$ cat config.mk
export PLATFORM = sky130hd
export DESIGN_NAME = piecewise_linear_table_interp_unit
export DESIGN_NICKNAME = d
export VERILOG_FILES = /design/src/sv/plti_pkg.sv /design/src/sv/plti_front.sv /design/src/sv/plti_div.sv /design/src/sv/plti_back.sv /design/src/sv/piecewise_linear_table_interp_unit.sv
export VERILOG_INCLUDE_DIRS = /design/src /design/src/sv
export SDC_FILE = /design/constraint.sdc
export NUM_CORES = 2
export LEC_CHECK = 0
export BUFFER_PORTS_ARGS = -buffer_cell sky130_fd_sc_hd__buf_2
export CAP_MARGIN = 40
export CELL_PAD_IN_SITES_DETAIL_PLACEMENT = 1
export CELL_PAD_IN_SITES_GLOBAL_PLACEMENT = 1
export CORE_ASPECT_RATIO = 0.5
export CORE_MARGIN = 8
export CORE_UTILIZATION = 45
export DETAILED_ROUTE_END_ITERATION = 6
export HOLD_SLACK_MARGIN = 0.05
export PLACE_DENSITY_LB_ADDON = 0.25
export SYNTH_ARGS = -nofsm -noshare
export SYNTH_HDL_FRONTEND = slang
export SYNTH_SLANG_ARGS = --single-unit
$ cat constraint.sdc
create_clock -name i_clk -period 13.6 [get_ports i_clk]
set_input_delay 1.36 -clock i_clk [delete_from_list [all_inputs] [get_ports i_clk]]
set_output_delay 1.36 -clock i_clk [all_outputs]
set_load 0.01 [all_outputs]
$ cat src/sv/assert_macros.svh
// Assertion macros shared by the table interpolation RTL.
`ifndef ASSERT_MACROS_SVH
`define ASSERT_MACROS_SVH

// Check a property on every rising clock edge outside reset.
`define PLTI_ASSERT(label, prop, msg) \
    label: assert property (@(posedge i_clk) disable iff (!i_rst_n) (prop)) \
        else $error(msg);

// Check that a condition never holds outside reset.
`define PLTI_ASSERT_NEVER(label, expr, msg) \
    `PLTI_ASSERT(label, !(expr), msg)

`endif

$ cat src/sv/plti_pkg.sv
// Types, constants and helper functions for the table interpolation unit.
package plti_pkg;

    localparam int MAX_POINTS = 16;
    localparam int PIDX_W     = $clog2(MAX_POINTS);
    localparam int PC_W       = 5;
    localparam int DATA_W     = 16;
    localparam int DIV_CNT_W  = $clog2(DATA_W);
    localparam int CFG_IDX_W  = 2;
    localparam int CFG_DATA_W = 5;
    localparam int Q_DEPTH    = 2;
    localparam int QPTR_W     = $clog2(Q_DEPTH);
    localparam int QCNT_W     = QPTR_W + 1;

    // Configuration register indexes
    typedef enum logic [CFG_IDX_W-1:0] {
        CFG_POINT_COUNT  = 2'd0,
        CFG_AXIS_SIGNED  = 2'd1,
        CFG_VALUE_SIGNED = 2'd2
    } t_cfg_index;

    // Function codes of an input request
    typedef enum logic {
        FUNC_WRITE  = 1'b0,
        FUNC_LOOKUP = 1'b1
    } t_func;

    // Request as held in the queue; a_word is the axis point on a write and
    // the ordered query key on a lookup.
    typedef struct packed {
        t_func               kind;
        logic [PIDX_W-1:0]   idx;
        logic [DATA_W-1:0]   a_word;
        logic [DATA_W-1:0]   b_word;
    } t_req;

    // Divider start request and response
    typedef struct packed {
        logic              start;
        logic [DATA_W-1:0] ydiff;
        logic [DATA_W-1:0] du;
        logic [DATA_W-1:0] span;
    } t_div_req;

    typedef struct packed {
        logic              done;
        logic [DATA_W-1:0] quot;
    } t_div_rsp;

    typedef enum logic [1:0] {
        DIV_IDLE,
        DIV_MUL,
        DIV_ITER
    } t_div_phase;

    typedef enum logic [2:0] {
        B_IDLE,
        B_LOW,
        B_HIGH,
        B_SCAN,
        B_DIV,
        B_DONE
    } t_back_state;

    // Map a 16 bit pattern to an unsigned key that orders it per the mode.
    function automatic logic [DATA_W-1:0] order_key(input logic [DATA_W-1:0] v,
                                                     input logic is_signed);
        return {v[DATA_W-1] ^ is_signed, v[DATA_W-2:0]};
    endfunction

    // Index of the last breakpoint in use: zero counts as one, large saturates.
    function automatic logic [PIDX_W-1:0] last_index(input logic [PC_W-1:0] pc);
        logic [PIDX_W-1:0] res;
        if (pc == '0) begin
            res = '0;
        end else if (pc > PC_W'(MAX_POINTS)) begin
            res = PIDX_W'(MAX_POINTS - 1);
        end else begin
            res = PIDX_W'(pc - PC_W'(1));
        end
        return res;
    endfunction

endpackage

$ cat src/sv/plti_front.sv
// Front part: accepts requests, classifies them and queues them for the back part.
`include "assert_macros.svh"

module plti_front (
    input  logic                    i_clk,
    input  logic                    i_rst_n,
    input  logic                    i_axis_signed,
    input  logic                    i_valid,
    output logic                    o_stall,
    input  logic                    i_func,
    input  logic [3:0]              i_point_index,
    input  logic [15:0]             i_axis_point,
    input  logic [15:0]             i_value_point,
    input  logic [15:0]             i_query,
    output logic                    o_req_valid,
    output plti_pkg::t_req          o_req,
    input  logic                    i_req_take
);
    import plti_pkg::*;

    t_req              r_queue [Q_DEPTH];
    logic [QPTR_W-1:0] r_wr_ptr, n_wr_ptr;
    logic [QPTR_W-1:0] r_rd_ptr, n_rd_ptr;
    logic [QCNT_W-1:0] r_cnt, n_cnt;
    t_req              new_req;
    logic              push;
    logic              pop;

    // Classify the incoming request and pre-compute the query key
    always_comb begin
        new_req.kind = t_func'(i_func);
        new_req.idx  = PIDX_W'(i_point_index);
        if (new_req.kind == FUNC_LOOKUP) begin
            new_req.a_word = order_key(i_query, i_axis_signed);
        end else begin
            new_req.a_word = i_axis_point;
        end
        new_req.b_word = i_value_point;
    end

    assign o_stall     = (r_cnt == QCNT_W'(Q_DEPTH));
    assign push        = i_valid && !o_stall;
    assign o_req_valid = (r_cnt != '0);
    assign pop         = o_req_valid && i_req_take;
    assign o_req       = r_queue[r_rd_ptr];

    // Advance pointers and count
    always_comb begin
        n_wr_ptr = r_wr_ptr;
        n_rd_ptr = r_rd_ptr;
        n_cnt    = r_cnt;
        if (push) begin
            n_wr_ptr = (r_wr_ptr == QPTR_W'(Q_DEPTH - 1)) ? '0 : r_wr_ptr + QPTR_W'(1);
        end
        if (pop) begin
            n_rd_ptr = (r_rd_ptr == QPTR_W'(Q_DEPTH - 1)) ? '0 : r_rd_ptr + QPTR_W'(1);
        end
        if (push && !pop) begin
            n_cnt = r_cnt + QCNT_W'(1);
        end else if (pop && !push) begin
            n_cnt = r_cnt - QCNT_W'(1);
        end
    end

    always_ff @(posedge i_clk) begin
        if (!i_rst_n) begin
            r_wr_ptr <= '0;
            r_rd_ptr <= '0;
            r_cnt    <= '0;
        end else begin
            r_wr_ptr <= n_wr_ptr;
            r_rd_ptr <= n_rd_ptr;
            r_cnt    <= n_cnt;
        end
    end

    // Store the request in the queue
    always_ff @(posedge i_clk) begin
        if (push) begin
            r_queue[r_wr_ptr] <= new_req;
        end
    end

    `PLTI_ASSERT(a_cnt_tracks, push && !pop |=> r_cnt == $past(r_cnt) + QCNT_W'(1), "queue count lost a push")
    `PLTI_ASSERT_NEVER(a_cnt_bound, r_cnt > QCNT_W'(Q_DEPTH), "queue count above depth")

endmodule

$ cat src/sv/plti_div.sv
// Multiply and restoring divide unit computing ydiff * du / span.
`include "assert_macros.svh"

module plti_div (
    input  logic                i_clk,
    input  logic                i_rst_n,
    input  plti_pkg::t_div_req  i_req,
    output plti_pkg::t_div_rsp  o_rsp
);
    import plti_pkg::*;

    t_div_phase           r_phase, n_phase;
    logic                 r_done, n_done;
    logic [DIV_CNT_W-1:0] r_cnt, n_cnt;
    logic [DATA_W-1:0]    r_a, r_b, r_span;
    logic [DATA_W-1:0]    r_rem, n_rem;
    logic [DATA_W-1:0]    r_quo, n_quo;
    logic [DATA_W:0]      trial;
    logic [DATA_W:0]      diff;
    logic [2*DATA_W-1:0]  prod;

    assign prod  = r_a * r_b;
    assign trial = {r_rem, r_quo[DATA_W-1]};
    assign diff  = trial - {1'b0, r_span};

    // Step the sequencer: a multiply step, then one quotient bit per cycle
    always_comb begin
        n_phase = r_phase;
        n_done  = 1'b0;
        n_cnt   = r_cnt;
        n_rem   = r_rem;
        n_quo   = r_quo;
        unique case (r_phase)
            DIV_IDLE: begin
                if (i_req.start) begin
                    n_phase = DIV_MUL;
                end
            end
            DIV_MUL: begin
                // product upper half is below span, so 16 steps suffice
                n_rem   = prod[2*DATA_W-1:DATA_W];
                n_quo   = prod[DATA_W-1:0];
                n_cnt   = DIV_CNT_W'(DATA_W - 1);
                n_phase = DIV_ITER;
            end
            DIV_ITER: begin
                if (trial >= {1'b0, r_span}) begin
                    n_rem = diff[DATA_W-1:0];
                    n_quo = {r_quo[DATA_W-2:0], 1'b1};
                end else begin
                    n_rem = trial[DATA_W-1:0];
                    n_quo = {r_quo[DATA_W-2:0], 1'b0};
                end
                n_cnt = r_cnt - DIV_CNT_W'(1);
                if (r_cnt == '0) begin
                    n_done  = 1'b1;
                    n_phase = DIV_IDLE;
                end
            end
            default: n_phase = DIV_IDLE;
        endcase
    end

    always_ff @(posedge i_clk) begin
        if (!i_rst_n) begin
            r_phase <= DIV_IDLE;
            r_done  <= 1'b0;
        end else begin
            r_phase <= n_phase;
            r_done  <= n_done;
        end
    end

    // Hold operands and working registers
    always_ff @(posedge i_clk) begin
        if (r_phase == DIV_IDLE && i_req.start) begin
            r_a    <= i_req.ydiff;
            r_b    <= i_req.du;
            r_span <= i_req.span;
        end
        r_cnt <= n_cnt;
        r_rem <= n_rem;
        r_quo <= n_quo;
    end

    assign o_rsp.done = r_done;
    assign o_rsp.quot = r_quo;

    `PLTI_ASSERT(a_done_after_iter, r_done |-> $past(r_phase) == DIV_ITER, "divider done early")

endmodule

$ cat src/sv/plti_back.sv
// Back part: breakpoint table, segment search, interpolation and result register.
`include "assert_macros.svh"

module plti_back (
    input  logic                    i_clk,
    input  logic                    i_rst_n,
    input  logic [4:0]              i_point_count,
    input  logic                    i_axis_signed,
    input  logic                    i_value_signed,
    input  logic                    i_req_valid,
    input  plti_pkg::t_req          i_req,
    output logic                    o_req_take,
    output logic                    o_valid,
    input  logic                    i_stall,
    output logic [15:0]             o_result
);
    import plti_pkg::*;

    // Table memory: axis point in the upper half, value in the lower half
    logic [2*DATA_W-1:0] r_mem [MAX_POINTS];
    logic [2*DATA_W-1:0] r_rd_data;
    logic [PIDX_W-1:0]   rd_addr;
    logic                mem_we;

    t_back_state         r_state, n_state;
    logic [PIDX_W-1:0]   r_idx, n_idx;
    logic [DATA_W-1:0]   r_qkey, n_qkey;
    logic [DATA_W-1:0]   r_prev_axis, n_prev_axis;
    logic [DATA_W-1:0]   r_prev_value, n_prev_value;
    logic [DATA_W-1:0]   r_y0, n_y0;
    logic                r_down, n_down;
    logic [DATA_W-1:0]   r_res, n_res;
    logic                r_out_valid, n_out_valid;
    logic [DATA_W-1:0]   r_out_result, n_out_result;

    logic [DATA_W-1:0]   rd_axis, rd_value;
    logic [DATA_W-1:0]   k0, k1, yk0, yk1;
    logic [PIDX_W-1:0]   idx_last;
    logic                out_free;
    t_div_req            div_req;
    t_div_rsp            div_rsp;

    assign rd_axis  = r_rd_data[2*DATA_W-1:DATA_W];
    assign rd_value = r_rd_data[DATA_W-1:0];
    assign k0       = order_key(r_prev_axis, i_axis_signed);
    assign k1       = order_key(rd_axis, i_axis_signed);
    assign yk0      = order_key(r_prev_value, i_value_signed);
    assign yk1      = order_key(rd_value, i_value_signed);
    assign idx_last = last_index(i_point_count);
    assign out_free = !r_out_valid || !i_stall;

    plti_div u_div (
        .i_clk   (i_clk),
        .i_rst_n (i_rst_n),
        .i_req   (div_req),
        .o_rsp   (div_rsp)
    );

    // Sequence one request: a table write, or for a lookup clamp checks, segment scan, interpolation
    always_comb begin
        n_state      = r_state;
        n_idx        = r_idx;
        n_qkey       = r_qkey;
        n_prev_axis  = r_prev_axis;
        n_prev_value = r_prev_value;
        n_y0         = r_y0;
        n_down       = r_down;
        n_res        = r_res;
        n_out_valid  = r_out_valid && i_stall;
        n_out_result = r_out_result;
        rd_addr      = '0;
        mem_we       = 1'b0;
        o_req_take   = 1'b0;
        div_req      = '0;
        unique case (r_state)
            B_IDLE: begin
                if (i_req_valid) begin
                    o_req_take = 1'b1;
                    if (i_req.kind == FUNC_WRITE) begin
                        mem_we = 1'b1;
                    end else begin
                        n_qkey  = i_req.a_word;
                        n_state = B_LOW;
                    end
                end
            end
            B_LOW: begin
                // below the first breakpoint: first value
                if (r_qkey < k1) begin
                    n_res   = rd_value;
                    n_state = B_DONE;
                end else begin
                    n_prev_axis  = rd_axis;
                    n_prev_value = rd_value;
                    rd_addr      = idx_last;
                    n_state      = B_HIGH;
                end
            end
            B_HIGH: begin
                // at or above the last breakpoint: last value
                if (r_qkey >= k1) begin
                    n_res   = rd_value;
                    n_state = B_DONE;
                end else begin
                    rd_addr = PIDX_W'(1);
                    n_idx   = PIDX_W'(1);
                    n_state = B_SCAN;
                end
            end
            B_SCAN: begin
                if (r_qkey == k1 && k0 == k1) begin
                    // query on a step: lower-index value
                    n_res   = r_prev_value;
                    n_state = B_DONE;
                end else if (r_qkey < k1) begin
                    if (r_qkey < k0) begin
                        n_res   = r_prev_value;
                        n_state = B_DONE;
                    end else begin
                        div_req.start = 1'b1;
                        div_req.ydiff = (yk1 < yk0) ? (yk0 - yk1) : (yk1 - yk0);
                        div_req.du    = r_qkey - k0;
                        div_req.span  = k1 - k0;
                        n_down        = (yk1 < yk0);
                        n_y0          = r_prev_value;
                        n_state       = B_DIV;
                    end
                end else begin
                    n_prev_axis  = rd_axis;
                    n_prev_value = rd_value;
                    n_idx        = r_idx + PIDX_W'(1);
                    rd_addr      = r_idx + PIDX_W'(1);
                end
            end
            B_DIV: begin
                if (div_rsp.done) begin
                    n_res   = r_down ? (r_y0 - div_rsp.quot) : (r_y0 + div_rsp.quot);
                    n_state = B_DONE;
                end
            end
            B_DONE: begin
                if (out_free) begin
                    n_out_valid  = 1'b1;
                    n_out_result = r_res;
                    n_state      = B_IDLE;
                end
            end
            default: n_state = B_IDLE;
        endcase
    end

    always_ff @(posedge i_clk) begin
        if (!i_rst_n) begin
            r_state     <= B_IDLE;
            r_out_valid <= 1'b0;
        end else begin
            r_state     <= n_state;
            r_out_valid <= n_out_valid;
        end
    end

    always_ff @(posedge i_clk) begin
        r_idx        <= n_idx;
        r_qkey       <= n_qkey;
        r_prev_axis  <= n_prev_axis;
        r_prev_value <= n_prev_value;
        r_y0         <= n_y0;
        r_down       <= n_down;
        r_res        <= n_res;
        r_out_result <= n_out_result;
    end

    // Write a breakpoint and read one entry per cycle
    always_ff @(posedge i_clk) begin
        if (mem_we) begin
            r_mem[i_req.idx] <= {i_req.a_word, i_req.b_word};
        end
        r_rd_data <= r_mem[rd_addr];
    end

    assign o_valid  = r_out_valid;
    assign o_result = r_out_result;

    `PLTI_ASSERT_NEVER(a_done_outside_div, div_rsp.done && r_state != B_DIV, "divider finished outside divide state")
    `PLTI_ASSERT(a_hold_done, r_state == B_DONE && r_out_valid && i_stall |=> r_state == B_DONE, "result dropped while output full")

endmodule

$ cat src/sv/piecewise_linear_table_interp_unit.sv
// Top level of the piecewise linear table interpolation unit.
// A write request (func 0) stores one axis/value breakpoint in the back part and gives
// no result; a lookup request (func 1) returns one result, the first or last value when
// the query clamps at either end of the table and a value from the matching segment
// otherwise. Its time is set by the segment scan, which reads one breakpoint per cycle
// from the table memory, and by the interpolation unit, which performs a 16 by 16
// multiply followed by a restoring divide. A two-entry request queue and a result
// register let the input and output sides stall independently.
module piecewise_linear_table_interp_unit (
    input  logic        i_clk,
    input  logic        i_rst_n,
    input  logic        i_valid,
    output logic        o_stall,
    input  logic        i_func,
    input  logic [3:0]  i_point_index,
    input  logic [15:0] i_axis_point,
    input  logic [15:0] i_value_point,
    input  logic [15:0] i_query,
    output logic        o_valid,
    input  logic        i_stall,
    output logic [15:0] o_result,
    input  logic        i_cfg_valid,
    output logic        o_cfg_ready,
    input  logic [1:0]  i_cfg_index,
    input  logic [4:0]  i_cfg_data
);
    import plti_pkg::*;

    logic [PC_W-1:0] r_point_count;
    logic            r_axis_signed;
    logic            r_value_signed;
    logic            req_valid;
    logic            req_take;
    t_req            req;

    assign o_cfg_ready = 1'b1;

    // Decode configuration writes
    always_ff @(posedge i_clk) begin
        if (!i_rst_n) begin
            r_point_count  <= PC_W'(2);
            r_axis_signed  <= 1'b0;
            r_value_signed <= 1'b0;
        end else if (i_cfg_valid && o_cfg_ready) begin
            unique case (t_cfg_index'(i_cfg_index))
                CFG_POINT_COUNT:  r_point_count  <= i_cfg_data;
                CFG_AXIS_SIGNED:  r_axis_signed  <= i_cfg_data[0];
                CFG_VALUE_SIGNED: r_value_signed <= i_cfg_data[0];
                default: ;
            endcase
        end
    end

    plti_front u_front (
        .i_clk         (i_clk),
        .i_rst_n       (i_rst_n),
        .i_axis_signed (r_axis_signed),
        .i_valid       (i_valid),
        .o_stall       (o_stall),
        .i_func        (i_func),
        .i_point_index (i_point_index),
        .i_axis_point  (i_axis_point),
        .i_value_point (i_value_point),
        .i_query       (i_query),
        .o_req_valid   (req_valid),
        .o_req         (req),
        .i_req_take    (req_take)
    );

    plti_back u_back (
        .i_clk          (i_clk),
        .i_rst_n        (i_rst_n),
        .i_point_count  (r_point_count),
        .i_axis_signed  (r_axis_signed),
        .i_value_signed (r_value_signed),
        .i_req_valid    (req_valid),
        .i_req          (req),
        .o_req_take     (req_take),
        .o_valid        (o_valid),
        .i_stall        (i_stall),
        .o_result       (o_result)
    );

endmodule
==> run_summary.xml <==
<?xml version="1.0" encoding="UTF-8"?>
<metrics>
  <group name="grt">
    <metric name="grt_max_degree" unit="">137</metric>
    <metric name="grt_total_usage" unit="%">20.9</metric>
    <metric name="grt_pass1_vias" unit="">29783</metric>
    <metric name="grt_first_pass_wirelength" unit="um">180000</metric>
    <metric name="grt_antenna_before_repair" unit="">6</metric>
    <metric name="grt-ovfl-total" unit="">0</metric>
  </group>
  <group name="synthesis">
    <metric name="synth_fp_nets" unit="">3915</metric>
    <metric name="synthesis.area_per_instance" unit="um^2">13.2</metric>
    <metric name="synthFlopType" unit="">sky130_fd_sc_hd__edfxtp_1</metric>
    <metric name="seq_area_frac_synth" unit="%">53.5</metric>
    <metric name="synth-warning-count" unit="">0</metric>
    <metric name="ys_seq_elements" unit="">822</metric>
    <metric name="synthArstFlopShare" unit="%">0</metric>
    <metric name="synth-edff-count" unit="">771</metric>
    <metric name="synth_cell_types" unit="">94</metric>
    <metric name="synthCells" unit="">3430</metric>
    <metric name="synthesis.area" unit="um^2">45200</metric>
  </group>
  <group name="sta">
    <metric name="fin_hold_ws" unit="ns">0.418</metric>
    <metric name="setup-violations-final" unit="">0</metric>
    <metric name="finalMaxSlewViolations" unit="">0</metric>
    <metric name="worst_clock_skew" unit="ns">0.0497</metric>
    <metric name="finalHoldViolations" unit="">0</metric>
    <metric name="unrepaired_setup_endpoints_after_global_routing" unit="">false</metric>
    <metric name="setup_tns" unit="ns">0</metric>
    <metric name="worst_slew_pin_slew" unit="ns">1.08</metric>
    <metric name="max_clock_freq" unit="MHz">142</metric>
    <metric name="post-route-period-util" unit="%">51.7</metric>
    <metric name="finalWorstPathRequiredPeriod" unit="ns">7.03</metric>
    <metric name="timing.slew.headroom" unit="%">27.8</metric>
  </group>
  <group name="clock_tree">
    <metric name="worst_skew_pair.late_latency" unit="ns">0.67</metric>
    <metric name="ctsResizeCount" unit="">0</metric>
    <metric name="tritoncts" unit="">built</metric>
    <metric name="cts_root_buf" unit="">sky130_fd_sc_hd__clkbuf_16</metric>
    <metric name="cts_inserted_buffers" unit="">78</metric>
    <metric name="cts_setup_buffers" unit="">0</metric>
    <metric name="tritoncts_num_sinks" unit="">822</metric>
    <metric name="clock_tree.htree_level_count" unit="">3</metric>
    <metric name="clock_tree.buffer_depth" unit="">3</metric>
    <metric name="cts_hold_buf" unit="">0</metric>
    <metric name="cts.clk_slew.worst_paths" unit="ns">0.07</metric>
  </group>
  <group name="final_layout">
    <metric name="share_of_post_route_cells_with_drive_strength_above_1" unit="%">13.4</metric>
    <metric name="largest_register_ff_count" unit="">512</metric>
    <metric name="layout.cells.most_common" unit="">sky130_fd_sc_hd__edfxtp_1</metric>
    <metric name="flow.area_growth_from_synthesis" unit="%">10.5</metric>
    <metric name="layout_common_cells" unit="">sky130_fd_sc_hd__edfxtp_1 (771), sky130_fd_sc_hd__inv_1 (357), sky130_fd_sc_hd__nand2_1 (284), sky130_fd_sc_hd__ha_1 (219), sky130_fd_sc_hd__fa_1 (200)</metric>
    <metric name="reg_top3" unit="">u_back.r_mem: 512 flops, u_front.r_queue: 74 flops, u_back.r_rd_data: 32 flops</metric>
    <metric name="final_net_count" unit="">3995</metric>
    <metric name="top_register" unit="">u_back.r_mem</metric>
    <metric name="number_of_filler_instances_in_the_final_layout" unit="">9992</metric>
    <metric name="final_cell_count_no_fill" unit="">4918</metric>
  </group>
  <group name="drt">
    <metric name="drt-initial-drc-count" unit="">1997</metric>
    <metric name="top_layer_used" unit="">met4</metric>
    <metric name="routed_wire_length_per_instance" unit="um">24.1</metric>
    <metric name="overall_routed_net_length" unit="um">118000</metric>
    <metric name="vias_per_cell" unit="">5.64</metric>
    <metric name="m1_wire_length" unit="um">54000</metric>
    <metric name="vias" unit="">27717</metric>
    <metric name="route.met2.wl" unit="um">55500</metric>
    <metric name="drt_pass1_iterations" unit="">5</metric>
    <metric name="detail_route.drc_violations" unit="">0</metric>
    <metric name="final_antenna_violating_net_count" unit="">0</metric>
    <metric name="route.met3.wl" unit="um">6410</metric>
  </group>
  <group name="power_and_ir_drop">
    <metric name="pleak" unit="uW">0.0188</metric>
    <metric name="power-per-cell-area" unit="nW/um^2">219</metric>
    <metric name="max-vdd-ir-drop" unit="mV">0.183</metric>
  </group>
  <group name="critical_path">
    <metric name="reg_to_reg_endpoint" unit="">u_back.u_div.r_rem[15]</metric>
    <metric name="r2r-start" unit="">u_back.u_div.r_a[12]</metric>
    <metric name="kind_of_end_point_of_the_critical_path" unit="">flip-flop</metric>
    <metric name="criticalPathCategory" unit="">reg2reg</metric>
    <metric name="worst-r2r-cell-count" unit="">20</metric>
    <metric name="startpoint_type" unit="">flip-flop</metric>
    <metric name="cp_data_required_time" unit="ns">13.96</metric>
    <metric name="critPathMaxFanout" unit="">16</metric>
    <metric name="critical_path_arrival" unit="ns">7.39</metric>
    <metric name="r2r_setup_slack" unit="ns">6.57</metric>
  </group>
  <group name="floorplanning">
    <metric name="initial_standard_cell_utilization_of_the_core" unit="%">45.3</metric>
    <metric name="ioPinCount" unit="">84</metric>
    <metric name="floorplan.rows" unit="">82</metric>
    <metric name="die_w" unit="um">464</metric>
    <metric name="chipHeight" unit="um">240</metric>
    <metric name="die_area" unit="um^2">111000</metric>
    <metric name="core" unit="um^2">99800</metric>
  </group>
  <group name="worst_hold_path">
    <metric name="hold_depth" unit="">0</metric>
    <metric name="min-delay-path-class" unit="">reg2reg</metric>
    <metric name="hold_end" unit="">u_back.o_result[12]</metric>
    <metric name="min_from" unit="">u_back.r_res[12]</metric>
  </group>
  <group name="place">
    <metric name="dp_hpwl" unit="um">78200</metric>
    <metric name="portBuffers" unit="">82</metric>
    <metric name="routabilityCongestion" unit="">0.849</metric>
    <metric name="placed_cells_incl_taps" unit="">4774</metric>
  </group>
  <group name="status">
    <metric name="run_status" unit="">finished, final reports clean</metric>
  </group>
  <group name="flow_run">
    <metric name="cap_violations" unit="">0</metric>
  </group>
</metrics>
## cells by family (layout without fill, tap and decap cells)
group,after synthesis,after routing,share of synthesized area (%)
flip-flops,822,822,53.5
XOR/XNOR,97,97,1.88
multiplexers,336,336,9.57
other,1,3,0.00830
AND/OR/NAND/NOR,789,789,8.41
adder cells (fa/ha/maj),423,423,15.0
AO/OA/AOI/OAI,477,477,7.31
buffers and inverters,485,627,4.30
## power breakdown
part	total [uW]	switching, uW	internal [uW]	leakage (uW)
clock network	2290	1000	1290	0.00129
logic	5160	3100	2060	0.0101
registers	3500	186	3320	0.00736
## metrics by stage
stage / setup slack (ns) / instance area [um^2] / util, % / total power (uW)
2_1_floorplan: 7.47 / 45200 / - / 7200
3_3_place_gp: 6.71 / 47100 / 47.2 / 8470
3_5_place_dp: 6.56 / 47300 / 47.3 / 8680
4_1_cts: 6.53 / 49900 / 50.0 / 11000
5_1_grt: 6.14 / 49900 / 50.0 / 11700
6_report: 6.57 / 49900 / 50.0 / 11000
## worst max path at each step
stage          depth (start not counted)                 start  slack (ns)                      to
2_1_floorplan                         24   u_back.u_div.r_a[7]        7.47  u_back.u_div.r_rem[15]
3_3_place_gp                          19   u_back.u_div.r_a[6]        6.71  u_back.u_div.r_rem[14]
3_5_place_dp                          20  u_back.u_div.r_a[12]        6.56  u_back.u_div.r_rem[15]
4_1_cts                               20  u_back.u_div.r_a[12]        6.53  u_back.u_div.r_rem[15]
5_1_grt                               20  u_back.u_div.r_a[12]        6.14  u_back.u_div.r_rem[15]
6_report                              20  u_back.u_div.r_a[12]        6.57  u_back.u_div.r_rem[15]
## worst max-delay path: stages, from the launching register on
cell                        delay [ns]
sky130_fd_sc_hd__edfxtp_1         0.87
sky130_fd_sc_hd__nand2_1          0.19
sky130_fd_sc_hd__fa_1             0.56
sky130_fd_sc_hd__fa_1             0.54
sky130_fd_sc_hd__inv_1            0.06
sky130_fd_sc_hd__fa_1             0.60
sky130_fd_sc_hd__fa_1             0.48
sky130_fd_sc_hd__fa_1             0.53
sky130_fd_sc_hd__inv_1            0.06
sky130_fd_sc_hd__fa_1             0.47
sky130_fd_sc_hd__inv_1            0.05
sky130_fd_sc_hd__ha_1             0.34
sky130_fd_sc_hd__a21oi_1          0.27
sky130_fd_sc_hd__a21boi_0         0.16
sky130_fd_sc_hd__a311oi_1         0.35
sky130_fd_sc_hd__o2bb2ai_1        0.23
sky130_fd_sc_hd__a2111oi_2        0.37
sky130_fd_sc_hd__o21ai_0          0.15
sky130_fd_sc_hd__a31oi_1          0.23
sky130_fd_sc_hd__xnor2_1          0.15
sky130_fd_sc_hd__mux2i_1          0.09
## metal layers
metal  GRT usage (%)  vias up
met2            34.5      724
met3            3.08      157
li1                -    12497
met4            5.24        0
met1            29.4    14339
met5               0        -
## layout make-up
cell class	count	area (um^2)	area share [%]
diodes	2	5.00	0.0100
clock buffers	99	2080	4.17
clock inverters	43	586	1.17
inverters	357	1340	2.68
multi-input cells	2123	19200	38.5
flip-flops and latches	822	24200	48.4
well taps	1344	1680	3.37
repair buffers	128	836	1.67
## synthesized netlist by cell type, drive strengths merged, types with 36 or more instances
cell	number	share of area [%]
inv	357	3.0
xor2	36	0.70
xnor2	61	1.2
dfxtp	51	2.3
nor3	52	0.58
mux2i	154	3.4
o21ai	95	1.1
a21oi	107	1.3
edfxtp	771	51
nand2	284	2.4
ha	220	6.1
a22oi	45	0.75
fa	200	8.9
mux2	118	2.9
a21o	40	0.66
buf	50	0.68
clkbuf	78	0.65
and2	126	1.7
mux4	64	3.2
nor2	169	1.4
Power figures use the tool's default switching activity.
